$ cat src/rtl/cau_pkg.sv
// Shared types, sizes and helpers of the complex arithmetic unit.
`default_nettype none
package cau_pkg;

  localparam int unsigned DataWidth = 32;
  localparam int unsigned FracBits  = 16;
  localparam int unsigned ProdW     = 2 * DataWidth;
  localparam int unsigned SumW      = ProdW + 1;
  localparam int unsigned WideW     = SumW - FracBits;
  localparam int unsigned NumW      = SumW + FracBits;
  localparam int unsigned QuotW     = DataWidth + 1;
  localparam int unsigned DenW      = ProdW;
  localparam int unsigned HiW       = NumW - QuotW;

  typedef enum logic [2:0] {
    OP_ADD   = 3'd0,
    OP_SUB   = 3'd1,
    OP_MUL   = 3'd2,
    OP_DIV   = 3'd3,
    OP_ADDS  = 3'd4,
    OP_SUBS  = 3'd5,
    OP_SCALE = 3'd6,
    OP_DIVS  = 3'd7
  } op_e;

  // Item state as it travels down the divider chain
  typedef struct packed {
    logic                    valid;
    logic                    is_div;
    logic                    dz;
    logic                    neg_re;
    logic                    neg_im;
    logic                    ovf_re;
    logic                    ovf_im;
    logic [DenW-1:0]         rem_re;
    logic [DenW-1:0]         rem_im;
    logic [QuotW-1:0]        sh_re;
    logic [QuotW-1:0]        sh_im;
    logic [DenW-1:0]         den;
    logic signed [WideW-1:0] wre;
    logic signed [WideW-1:0] wim;
  } cell_t;

  typedef struct packed {
    logic                 ovf;
    logic [DataWidth-1:0] val;
  } sat_t;

  localparam logic [DataWidth-1:0] MaxPos = {1'b0, {(DataWidth-1){1'b1}}};
  localparam logic [DataWidth-1:0] MinNeg = {1'b1, {(DataWidth-1){1'b0}}};

  function automatic sat_t sat_wide(input logic signed [WideW-1:0] v);
    sat_t r;
    if (v > $signed(WideW'($signed(MaxPos)))) begin
      r.ovf = 1'b1;
      r.val = MaxPos;
    end else if (v < $signed(WideW'($signed(MinNeg)))) begin
      r.ovf = 1'b1;
      r.val = MinNeg;
    end else begin
      r.ovf = 1'b0;
      r.val = v[DataWidth-1:0];
    end
    return r;
  endfunction

  // q is a quotient magnitude, neg tells the sign of the result
  function automatic sat_t sat_quot(input logic [QuotW-1:0] q, input logic neg,
                                    input logic big);
    sat_t r;
    if (neg) begin
      if (big || (q > QuotW'(MinNeg))) begin
        r.ovf = 1'b1;
        r.val = MinNeg;
      end else begin
        r.ovf = 1'b0;
        r.val = DataWidth'(-q);
      end
    end else begin
      if (big || (q > QuotW'(MaxPos))) begin
        r.ovf = 1'b1;
        r.val = MaxPos;
      end else begin
        r.ovf = 1'b0;
        r.val = q[DataWidth-1:0];
      end
    end
    return r;
  endfunction

endpackage
`default_nettype wire

$ cat src/rtl/cau_div_cell.sv
// One restoring-division step on both lanes; passes the item to the next cell.
`default_nettype none
module cau_div_cell import cau_pkg::*; (
  input  wire logic  clk_i,
  input  wire logic  rst_ni,
  input  wire logic  en_i,
  input  wire cell_t cell_i,
  output cell_t      cell_o
);

  logic [DenW:0] t_re, t_im, dx;
  logic          ge_re, ge_im;
  logic          vld_q;
  cell_t         c_d, c_q;

  always_comb begin
    dx       = {1'b0, cell_i.den};
    t_re     = {cell_i.rem_re, cell_i.sh_re[QuotW-1]};
    t_im     = {cell_i.rem_im, cell_i.sh_im[QuotW-1]};
    ge_re    = t_re >= dx;
    ge_im    = t_im >= dx;
    c_d      = cell_i;
    c_d.rem_re = ge_re ? DenW'(t_re - dx) : DenW'(t_re);
    c_d.rem_im = ge_im ? DenW'(t_im - dx) : DenW'(t_im);
    c_d.sh_re  = {cell_i.sh_re[QuotW-2:0], ge_re};
    c_d.sh_im  = {cell_i.sh_im[QuotW-2:0], ge_im};
  end

  always_ff @(posedge clk_i or negedge rst_ni) begin
    if (!rst_ni) begin
      vld_q <= 1'b0;
    end else if (en_i) begin
      vld_q <= c_d.valid;
    end
  end

  always_ff @(posedge clk_i) begin
    if (en_i) begin
      c_q <= c_d;
    end
  end

  always_comb begin
    cell_o       = c_q;
    cell_o.valid = vld_q;
  end

endmodule
`default_nettype wire

$ cat config.mk
export PLATFORM = sky130hd
export DESIGN_NAME = cau_div_cell
export DESIGN_NICKNAME = d
export VERILOG_FILES = /design/src/rtl/cau_pkg.sv /design/src/rtl/cau_div_cell.sv
export SDC_FILE = /design/constraint.sdc
export NUM_CORES = 1
export LEC_CHECK = 0
export ABC_AREA = 0
export BUFFER_PORTS_ARGS = -buffer_cell sky130_fd_sc_hd__buf_2
export CAP_MARGIN = 20
export CORE_AREA = 2 2 281 283
export DETAILED_ROUTE_END_ITERATION = 10
export DIE_AREA = 0 0 283 285
export GPL_TIMING_DRIVEN = 0
export HOLD_SLACK_MARGIN = 0.05
export PLACE_DENSITY = 0.52
export SLEW_MARGIN = 10
export SYNTH_ARGS = -nofsm -noshare
export SYNTH_HDL_FRONTEND = slang
export SYNTH_SLANG_ARGS = --single-unit
$ cat constraint.sdc
create_clock -name clk_i -period 1.1 [get_ports clk_i]
set_clock_uncertainty 0.1 [all_clocks]
set_input_delay 0.165 -clock clk_i [delete_from_list [all_inputs] [get_ports clk_i]]
set_output_delay 0.165 -clock clk_i [all_outputs]
set_load 0.01 [all_outputs]
==> flow_metrics.env, run 1 <==
export IMPL_worstPathMaxFanout=5
export IMPL_p_total_mw=46.8
export IMPL_cts_buffers=45
export IMPL_vias=20200
export IMPL_path_buf_inv=4
export IMPL_syn_area_um2=20400
export IMPL_io_pin_count=729
export IMPL_grt_pass1_wl_mm=138
export IMPL_hold_slack_ps=-295
export IMPL_drv_slew=0
export IMPL_grt_total_usage=0.231
export IMPL_io_buffers=728
export IMPL_rsz0062_at_grt="yes"
export IMPL_nNetsFinal=3596
export IMPL_fmax_mhz=343
export IMPL_start_util=0.262
export IMPL_ir_worst_vdd_mv=1.40
export IMPL_routed_via_density=4.81
export IMPL_cts_root_buf="clkbuf_16"
export IMPL_die_h_um=285
export IMPL_dr_pass1_iters=5
export IMPL_synth_top_cells_by_area="edfxtp_1 53%, ha_1 7.8%, a21oi_1 5.0%"
export IMPL_critPathLaunchType="input port"
export IMPL_synth_commonest_cells="362 x edfxtp_1, 205 x a21oi_1, 175 x nand2_1"
export IMPL_powerDensity_nw_per_um2=1410
export IMPL_drt_iter0_markers=1410
export IMPL_netlist_instances=1898
export IMPL_min_path_cells=1
export IMPL_p_leak_nw=13.8
export IMPL_worstSetupPathType="input port to register"
export IMPL_synthesis_nets=2394
export IMPL_drive_gt1_frac=0.391
export IMPL_die_width_um=283
export IMPL_wl_met2_mm=50.8
export IMPL_crit_path_max_incr_delay_ps=310
export IMPL_hp_class="input port to register"
export IMPL_path_cells="buf_2, inv_1, ha_1, a21oi_2, o21ai_2, a221oi_2, o21ai_1, a21o_1, a41o_4, a41o_1, a31oi_4, buf_12, buf_16, mux2_4"
export IMPL_maxCapViolCount=0
export IMPL_status="complete, but fails checks"
export IMPL_core_um2=78000
export IMPL_rr_worst_depth=1
export IMPL_synth_area_leader_cell="edfxtp_1"
export IMPL_clock_sinks=363
export IMPL_htree_levels=2
export IMPL_syn_to_final_growth_pct=63.3
export IMPL_cts_tree="built"
export IMPL_ys_types=77
export IMPL_drc_errors=0
export IMPL_crit_slowest_cell="mux2_4"
export IMPL_antenna_found_initial=17
export IMPL_clk_insertion_delay_late_ps=580
export IMPL_path_clk_slew_ps=60
export IMPL_fin_crit_ps=2910
export IMPL_globalRouteOverflowTotal=0
export IMPL_avgSynthCellArea_um2=10.8
export IMPL_tightest_slew_ps=690
export IMPL_arrival_ps=3150
export IMPL_dpl_worst_slack_ps=-3540
export IMPL_dieArea_um2=80700
export IMPL_place_hpwl_mm=76.1
export IMPL_async_flop_share=0.00275
export IMPL_synth_edf_count=362
export IMPL_failed_checks="negative hold slack, negative setup slack"
export IMPL_hold_viol=34
export IMPL_finalCritPeriodShare=2.65
export IMPL_maxSlewHeadroom=0.535
export IMPL_cp_num_cells=14
export IMPL_yosys_register_bits=363
export IMPL_place_congestion=0.929
export IMPL_num_rows=103
export IMPL_met3WireLength_mm=5.23
export IMPL_setup_viol=592
export IMPL_ys_seq_area_frac=0.534
export IMPL_wl_met1_mm=37.4
export IMPL_yosysMostFrequentCell="edfxtp_1"
export IMPL_drt_wl_total_mm=98.0
export IMPL_yosys_area_top_type_share=0.533
export IMPL_antenna_left=0
export IMPL_finish_utilization=0.427
export IMPL_wire_per_inst_um=23.4
export IMPL_grt_pass1_vias=20700
export IMPL_clock_path_buffers=3
export IMPL_cpLargestDelayFamily="compound AO/OA/AOI/OAI gates"
export IMPL_grt_max_degree=100
export IMPL_synth_warnings=0
export IMPL_crit_path_end_kind="register"
export IMPL_dr_max_layer_used="met5"
export IMPL_setup_ws_ps=-1810
export IMPL_synth_main_ff_cell="edfxtp_1"
export IMPL_worstPathRequired_ps=1340
worst paths after layout:
path / from / end / slack (ps)
min in group asynchronous: rst_ni / vld_q / 320
hold reg to reg: vld_q / vld_q / 420
hold / removal: cell_i[99] / cell_o[99] / -300
setup / recovery: cell_i[125] / cell_o[252] / -1810
max in group asynchronous: rst_ni / vld_q / 480
setup reg to reg: vld_q / vld_q / 250
sequential cells by signal (all words and copies together) (netlist names):
name / flops
vld_q: 1
cell_o: 362
layout make-up:
| class | instances | area [um^2] |
|---|---|---|
| Timing Repair Buffer | 1167 | 8130 |
| Clock inverter | 27 | 303 |
| Inverter | 103 | 430 |
| Fill cell | 7470 | 44600 |
| Sequential cell | 363 | 10900 |
| Tap cell | 1050 | 1310 |
| Multi-Input combinational cell | 1338 | 10200 |
| Buffer | 82 | 830 |
| Antenna cell | 8 | 20.0 |
| Clock buffer | 53 | 1180 |
power breakdown:
part / switching (mW) / leakage [nW] / internal, mW
combinational: 7.91 / 9.57 / 6.13
sequential: 0.431 / 3.55 / 17.1
clock: 6.38 / 0.710 / 8.86
stage by stage:
stage,cell area [um^2],std cells,TNS [ps]
floorplan,21200,1898,-207560
global placement,26200,3676,-2494960
detailed placement,26300,3681,-640390
CTS,32400,4149,-358760
global route,33300,4188,-379640
finish,33300,4191,-342750
cell families (layout without fill, tap and decap cells):
kind of cell,after synthesis,after routing,synth area share
flip-flops,363,363,0.534
XOR/XNOR,119,119,0.0511
other,0,8,0
AND/OR/NAND/NOR,508,508,0.115
adder cells (fa/ha/maj),130,130,0.0804
multiplexers,18,18,0.00981
AO/OA/AOI/OAI,563,563,0.168
buffers and inverters,197,1432,0.0411
what timing repair did:
action / CTS / global route
resized for setup: 175 / 157
endpoints found under the hold margin: 456 / 78
pin swaps: 51 / 47
hold buffers: 355 / 4
buffers inserted: 41 / 31
gates cloned: 1 / 2
setup endpoints to repair: 679 / 592
placed cells by master (no fill, tap or decap), types with 11 or more instances in the layout:
cell	count
a21oi_2	66
dlygate4sd3_1	359
clkbuf_16	48
nand4_1	49
o21ai_2	11
nor3_1	24
o21ai_1	40
o21a_1	12
inv_1	70
and3_1	13
buf_6	17
mux2_4	14
clkbuf_1	25
a31oi_1	15
buf_4	76
ha_2	15
ha_4	35
inv_2	20
nor2_1	114
o211ai_1	11
xnor2_1	70
ha_1	78
clkbuf_8	15
a21o_1	52
a21oi_1	130
nand3_1	32
nand2_1	170
buf_12	15
xor2_1	49
o21bai_1	20
o21ai_0	102
buf_2	715
edfxtp_1	362
and2_1	17
clkbuf_2	15
metal layers:
layer / track usage / vias up
met5: 0 / -
met4: 0.0984 / 12
met3: 0.0410 / 176
met2: 0.428 / 726
met1: 0.258 / 9780
li1: - / 9481
(Power assumes the default switching activity.)
==> inputs of run 2 (changes only) <==
- ABC_CLOCK_PERIOD_IN_PS: default -> 1100
- CTS_CLUSTER_SIZE: default -> 8
- SETUP_SLACK_MARGIN: default -> 0.5
==> run 2 against run 1 <==
The run still ends with negative hold slack, negative setup slack left; register-to-register slack worse by 40 ps; die area unchanged; sequential share of layout area down 1.9 points; via count up 2.4%; core utilization up 2.6 points; worst setup slack worse by 100 ps; non-clock buffer count down 20; sequential cell count unchanged; clock power about the same; total power up 6.3%; combinational power up 19%; first-iteration DRC count down 5.7%.
==> flow_metrics.env, run 2 (synthesis gave the netlist of run 1 again) <==
export IMPL_num_rows=103
export IMPL_worstPathMaxFanout=8
export IMPL_final_common_cell="buf_2"
export IMPL_cts_hold_buf=231
export IMPL_fmax_mhz=332
export IMPL_drt_iter0_markers=1330
export IMPL_routed_via_density=4.96
export IMPL_dp_cells=3681
export IMPL_largest_reg_flops=362
export IMPL_antenna_left=0
export IMPL_final_cells=4169
export IMPL_wire_per_inst_um=25.4
export IMPL_arrival_ps=3270
export IMPL_start_util=0.262
export IMPL_hp_class="input port to register"
export IMPL_worstSetupPathType="input port to register"
export IMPL_io_buffers=728
export IMPL_hold_slack_ps=-309
export IMPL_setup_viol=493
export IMPL_hold_viol=189
export IMPL_vias=20700
export IMPL_syn_to_final_growth_pct=73.2
export IMPL_cts_root_buf="clkbuf_16"
export IMPL_critPathLaunchType="input port"
export IMPL_powerDensity_nw_per_um2=1410
export IMPL_io_pin_count=729
export IMPL_ir_worst_vdd_mv=1.09
export IMPL_drc_errors=0
export IMPL_finalCritPeriodShare=2.74
export IMPL_dpl_worst_slack_ps=-3430
export IMPL_crit_path_end_kind="register"
export IMPL_drt_wl_total_mm=106
export IMPL_worstPathRequired_ps=1360
export IMPL_antenna_found_initial=26
export IMPL_dr_pass1_iters=5
export IMPL_cpLargestDelayFamily="compound AO/OA/AOI/OAI gates"
export IMPL_grt_max_degree=49
export IMPL_p_leak_nw=14.7
export IMPL_dpl_instance_area_um2=26300
export IMPL_clock_path_buffers=3
export IMPL_cts_tree="built"
export IMPL_die_width_um=283
export IMPL_core_um2=78000
export IMPL_crit_slowest_cell="a311oi_2"
export IMPL_place_congestion=0.942
export IMPL_final_cell_mix="633 x buf_2, 362 x edfxtp_1, 231 x dlygate4sd3_1, 123 x nand2_1, 121 x buf_6"
export IMPL_tightest_slew_ps=798
export IMPL_maxSlewHeadroom=0.463
export IMPL_maxCapViolCount=0
export IMPL_globalRouteOverflowTotal=0
export IMPL_htree_levels=2
export IMPL_rsz0062_at_grt="yes"
export IMPL_status="complete, but fails checks"
export IMPL_fin_setup_tns_ps=-334060
export IMPL_nNetsFinal=3584
export IMPL_cts_buffers=53
export IMPL_grt_pass1_vias=21100
export IMPL_grt_total_usage=0.250
export IMPL_setup_ws_ps=-1910
export IMPL_dieArea_um2=80700
export IMPL_path_buf_inv=5
export IMPL_place_hpwl_mm=78.7
export IMPL_crit_path_max_incr_delay_ps=380
export IMPL_final_cell_area_um2=35400
export IMPL_die_h_um=285
export IMPL_drv_slew=0
export IMPL_clock_sinks=363
export IMPL_path_clk_slew_ps=50
export IMPL_path_cells="buf_2, inv_4, ha_4, a21o_1, a21oi_1, nor2b_1, a311oi_2, a31oi_4, a41o_4, a41o_1, a31oi_4, buf_12, buf_12, buf_16, mux2_4"
export IMPL_failed_checks="negative hold slack, negative setup slack"
export IMPL_fin_crit_ps=3010
export IMPL_clk_insertion_delay_late_ps=610
export IMPL_drive_gt1_frac=0.479
export IMPL_grt_pass1_wl_mm=148
export IMPL_finish_utilization=0.453
run 2: cell types whose count changed in the layout (fill, tap and decap cells not counted), moves of 16 or more:
| cell | delta |
|---|---|
| nor2_4 | +21 |
| nand2_4 | +20 |
| o21ai_0 | -34 |
| o21ai_1 | -19 |
| buf_16 | +16 |
| nor2_1 | -30 |
| buf_2 | -82 |
| nand2_1 | -47 |
| nand2_2 | +27 |
| buf_6 | +104 |
| buf_4 | +32 |
| o21ai_2 | +38 |
| dlygate4sd3_1 | -128 |
run 2: final cells by class:
| cell class | instances | area, um^2 |
|---|---|---|
| plain buffers | 94 | 1120 |
| inverters | 103 | 455 |
| multi-input cells | 1338 | 11200 |
| repair buffers | 1135 | 8880 |
| clock inverters | 9 | 121 |
| flip-flops and latches | 363 | 10900 |
| diodes | 9 | 22.5 |
| well taps | 1050 | 1310 |
| fillers | 7310 | 42600 |
| clock buffers | 68 | 1380 |
run 2: through the flow:
| step | hold WS, ps | total power [mW] |
|---|---|---|
| 2_1_floorplan | -231 | 24.1 |
| 3_3_place_gp | -159 | 29.3 |
| 3_5_place_dp | -155 | 29.3 |
| 4_1_cts | -359 | 49.0 |
| 5_1_grt | -321 | 51.7 |
| 6_report | -309 | 49.8 |
run 2: timing repair:
item                                   4_1_cts  5_1_grt
pin swaps                                  134       67
buffers inserted                           106       34
setup endpoints to repair                  820      575
resized for setup                          652      236
endpoints found under the hold margin      441      211
gates cloned                                29        2
run 2: path summary, 6_finish.rpt:
kind	start	to	slack (ps)	depth (start not counted)
worst min register to register	vld_q	vld_q	470	1
min in group asynchronous	rst_ni	vld_q	310	3
worst max register to register	vld_q	vld_q	210	1
worst max-delay path	cell_i[114]	cell_o[237]	-1910	15
worst min-delay path	cell_i[362]	vld_q	-310	2
max in group asynchronous	rst_ni	vld_q	490	3
run 2: metal layers:
metal  routed length (um)  track usage  up-vias  part of all wire
li1                     -            -     9453                 -
met1                39300        0.278    10100              0.37
met2                55200        0.469      840              0.52
met3                 6180       0.0470      200             0.058
met4                 5060       0.0997       18             0.048
met5                  116            0        -            0.0011
run 2: where the power goes:
group	switching, mW	internal, mW	leakage [nW]	total (mW)
logic	8.90	7.78	10.4	16.7
registers	0.487	17.1	3.55	17.6
clock network	6.51	8.95	0.727	15.5
